===== config.mk =====
export PLATFORM = sky130hd
export DESIGN_NAME = tpr_ram
export DESIGN_NICKNAME = d
export VERILOG_FILES = /design/src/rtl/assert_macros.svh /design/src/rtl/tpr_ram.sv
export SDC_FILE = /design/constraint.sdc
export NUM_CORES = 1
export LEC_CHECK = 0
export BUFFER_PORTS_ARGS = -buffer_cell sky130_fd_sc_hd__buf_4
export CORE_ASPECT_RATIO = 1.25
export CORE_MARGIN = 2
export CORE_UTILIZATION = 40
export DETAILED_ROUTE_END_ITERATION = 16
export PLACE_DENSITY = 0.55
export SYNTH_ARGS = -nofsm -noshare
export SYNTH_HDL_FRONTEND = slang
export SYNTH_SLANG_ARGS = --single-unit

===== constraint.sdc =====
create_clock -name i_clk -period 1.49 [get_ports i_clk]
set_clock_uncertainty 0.05 [all_clocks]
set_input_delay 0 -clock i_clk [delete_from_list [all_inputs] [get_ports i_clk]]
set_output_delay 0 -clock i_clk [all_outputs]
set_load 0.02 [all_outputs]

===== src/rtl/assert_macros.svh =====
// assertion macros shared by the rtl of the plane rescaler
// no dependencies; taken in by `include where assertions are written
`ifndef ASSERT_MACROS_SVH
`define ASSERT_MACROS_SVH

// same-cycle implication under synchronous active-low reset
`define TPR_ASSERT_NOW(lbl, clk, rstn, ante, cons) \
    lbl: assert property (@(posedge clk) disable iff (!(rstn)) (ante) |-> (cons)) \
        else $error("tpr assertion failed");

// next-cycle implication under synchronous active-low reset
`define TPR_ASSERT_NEXT(lbl, clk, rstn, ante, cons) \
    lbl: assert property (@(posedge clk) disable iff (!(rstn)) (ante) |=> (cons)) \
        else $error("tpr assertion failed");

`endif


===== src/rtl/tpr_ram.sv =====
// generic single-write, single-read ram with registered read data
// no dependencies
module tpr_ram #(
    parameter int WIDTH = 8,
    parameter int DEPTH = 16
) (
    input  logic                     i_clk,
    input  logic                     i_we,
    input  logic [$clog2(DEPTH)-1:0] i_waddr,
    input  logic [WIDTH-1:0]         i_wdata,
    input  logic [$clog2(DEPTH)-1:0] i_raddr,
    output logic [WIDTH-1:0]         o_rdata
);
    logic [WIDTH-1:0] r_mem [DEPTH];

    always_ff @(posedge i_clk) begin
        if (i_we) begin
            r_mem[i_waddr] <= i_wdata;
        end
        o_rdata <= r_mem[i_raddr];
    end
endmodule


### Yosys cells after proc, flatten, opt, wreduce, memory -nomap -nowiden

Memories as Yosys holds them, arrays and structs flattened. A register that Yosys moved wholly into a read port is not among the register bits.
Cells that the tools add are included.

* output and inout port bits: 8
* memories: 1
* RAM bits: 128
* bits in registers: 0
* input bits: 18
* word-level logic and storage cells: 3

Memories
* r_mem: depth 16, bits a word 8, read ports 1, clocked after memory_dff 1, wr ports 1, line tpr_ram.sv:14 `logic [WIDTH-1:0] r_mem [DEPTH];`

* mux-type cells: 2

Operators with widths (count)
* 1-bit two-way mux: 2

### Logic depth before layout (Yosys ltp)

* depth after elaboration: 2
* depth in mapped cells: 5
* gate-level depth less buffers: 3

### Worst setup path after synthesis

OpenSTA, ideal clock, no wires.

* path type: in2reg
* start point: input i_waddr[2]
* end point: memory r_mem[0][0], enable pin
* data arrival time: 1.110 ns
* slack: -0.053 ns
* stages: 2
* cell sequence: or3b_2 -> nor3_1

RTL lines
* start, declared: line tpr_ram.sv:9 `input logic [$clog2(DEPTH)-1:0] i_waddr,`
* end, declared: line tpr_ram.sv:14

Straight into the memory's write port.

==> out/metrics.csv <==
metric,value,unit
status,finished clean,
p_comb_frac,0.054,
slowest_stage,mux4_1,
fmax,694,MHz
use_met3,0.0387,
ant_nets,0,
synth_top_area_cell,edfxtp_1,
area_delta_synth_final,23.6,%
syn_avg_cell_area,22.5,sq um
insertion_delay,400,ps
grt.busiest_layer,met2,
synth-compound-area-share,0.0233,
p_int,7.14,mW
grt_pass1_vias,2601,
postSynthCellCount,229,
cts_buffers,17,
yosysMostFrequentCell,edfxtp_1,
grt_util_met1,0.190,
drt_first_iter_violations,126,
grt.total_usage,0.160,
finalHoldViolations,0,
p_per_area,1390,nW/um^2
synthSimpleGateAreaFrac,0.0318,
die_w,105,um
min_path_type,in -> reg,
cpPeakStageDelay,510,ps
use_met2,0.273,
async_flop_share,0,
drt_pass1_iterations,4,
ys.flop_type,edfxtp_1,
netSwitchingPower,1.68,mW
via_per_inst,5.08,
wl,9970,um
vias,2427,
synthAdderAreaFrac,0,
ys_top_cells_by_count,"128 x edfxtp_1, 18 x mux4_2, 16 x a22oi_1, 14 x mux4_1, 13 x nor2_1",
gp_congestion,0.779,
worst_pin_slew,746,ps
fin_crit_sh,0.967,
rows,46,
cp_cell_sequence,mux4_1 > a22oi_1 > nand2_1,
pwr-share-clk,0.457,
ys_ff_latch,136,
fillers,1019,
post_dp_cell_area,5700,sq um
antennaDiodeCount,0,
slew_headroom,0.502,
synth_edf_count,128,
synth_mux_area_frac,0.150,
syn-num-nets,247,
clk_path_buf_depth,2,
synth_top_family_by_area,multiplexers,
netlist_top_cells_area,"edfxtp_1 75%, mux4_2 7.9%, mux4_1 7.1%, dfxtp_1 3.1%, a22oi_1 2.3%",
cts_setup_buffers,0,
wl_per_cell,20.9,um
synth_cell_types,19,
max-vdd-ir-drop,672,uV
die-area,13800,sq um
maxCapViolations,0,
p_leak,2.18,nW
start_util,0.408,
worst-path-max-fanout,1,
critPathBufInv,0,
p_seq_frac,0.489,
fin_nets,315,
end_kind,register,
crit_arrival,1670,ps
synth_top_area_share,0.747,
cts.sinks,136,
fin_crit,1440,ps
h-tree-depth,4,
switching_share,0.190,
die_y,131,um
grt_pass1_wl,15100,um
grt_setup_unrepaired,no,
grt_start_max_net_pins,17,
whs,47.4,ps
io-pin-count,26,
path_clk_slew,50,ps
required,1720,ps
final_max_slew_viol_count,0,
synth_xor_area_frac,0,
setup_slack,49.2,ps
setup_viol_count_final,0,
antenna_found_initial,0,
grt_overflow_total,0,
cpLargestDelayFamily,multiplexers,
drive_gt1_frac,0.316,
yosysSeqAreaShare,0.778,
port_buffers,25,
cts_tree,yes,
fin_tns_setup,0,ps
fin_area,6360,sq um
core_area,12600,sq um
synth.cell_area,5150,sq um
critPathKind,reg -> reg,
final_core_util,0.505,
yosys_warnings,0,
clock-root-buffer,clkbuf_16,
startpoint_type,register,
dp_hpwl,6700,um
preCtsSetupSlack,-78.3,ps
drc_errors,0,
## sequential cells by signal (all words and copies together), names as in the netlist
signal and flops:
r_mem 128, o_rdata 8
## tightest hold or removal path, stage by stage
cell and delay [ps]:
buf_4 120, nor3_2 50, buf_4 150
## logic make-up (layout without fill, tap and decap cells)
group,Yosys count,count (layout)
AND/OR/NAND/NOR,35,35
buffers and inverters,10,91
AO/OA/AOI/OAI,16,16
flip-flops,136,136
multiplexers,32,32
## metal layers
metal,share of wire,routed length [um]
met2,0.53,5300
met5,0,0
met4,0.011,106
met3,0.031,311
met1,0.43,4250
## power groups by stage
stage / combinational [mW] / sequential (mW) / clock [mW]
detailed placement: 0.469 / 4.38 / 0
floorplan: 0.217 / 4.41 / 0
finish: 0.478 / 4.31 / 4.03
global route: 0.518 / 4.31 / 4.27
CTS: 0.487 / 4.31 / 4.13
global placement: 0.460 / 4.38 / 0
## cell usage in the layout (no fill, tap or decap), drive strengths merged
cell,instances
clkbuf,20
nand3b,2
and2b,1
dlygate4sd3,8
edfxtp,128
buf,51
a22oi,16
clkinvlp,1
clkinv,8
nor2b,1
nand3,1
nand2b,2
nand2,9
dfxtp,8
nor3,4
or3b,1
bufinv,3
mux4,32
nor2,13
and2,1
## timing repair
item                                   in CTS  in global routing
gates resized for setup                     0                  1
hold buffers                                8                  0
endpoints found under the hold margin     128                  0
setup endpoints to repair                   0                  1
## final timing paths
| path | startpoint | endpoint | slack, ps | cells past startpoint |
|---|---|---|---|---|
| max reg2reg | r_mem[9][3] | o_rdata[3] | 50 | 3 |
| min reg2reg | r_mem[15][5] | o_rdata[5] | 630 | 3 |
| max | r_mem[9][3] | o_rdata[3] | 50 | 3 |
| min | i_waddr[1] | r_mem[0][3] | 50 | 3 |
## per-stage QoR
| step | power, mW | instances |
|---|---|---|
| after CTS | 8.92 | 478 |
| after global placement | 4.84 | 438 |
| after detailed placement | 4.85 | 438 |
| after global routing | 9.10 | 478 |
| final | 8.82 | 478 |
| after floorplan | 4.62 | 229 |
## layout make-up
type / count / area (sq um) / area share
clock inverter: 12 / 133 / 0.0208
timing repair buffer: 59 / 500 / 0.0787
clock buffer: 20 / 447 / 0.0702
tap: 168 / 210 / 0.0330
sequential: 136 / 4000 / 0.629
multi-input combinational: 83 / 1070 / 0.168
Note: power is estimated with default switching activity, not from simulation.
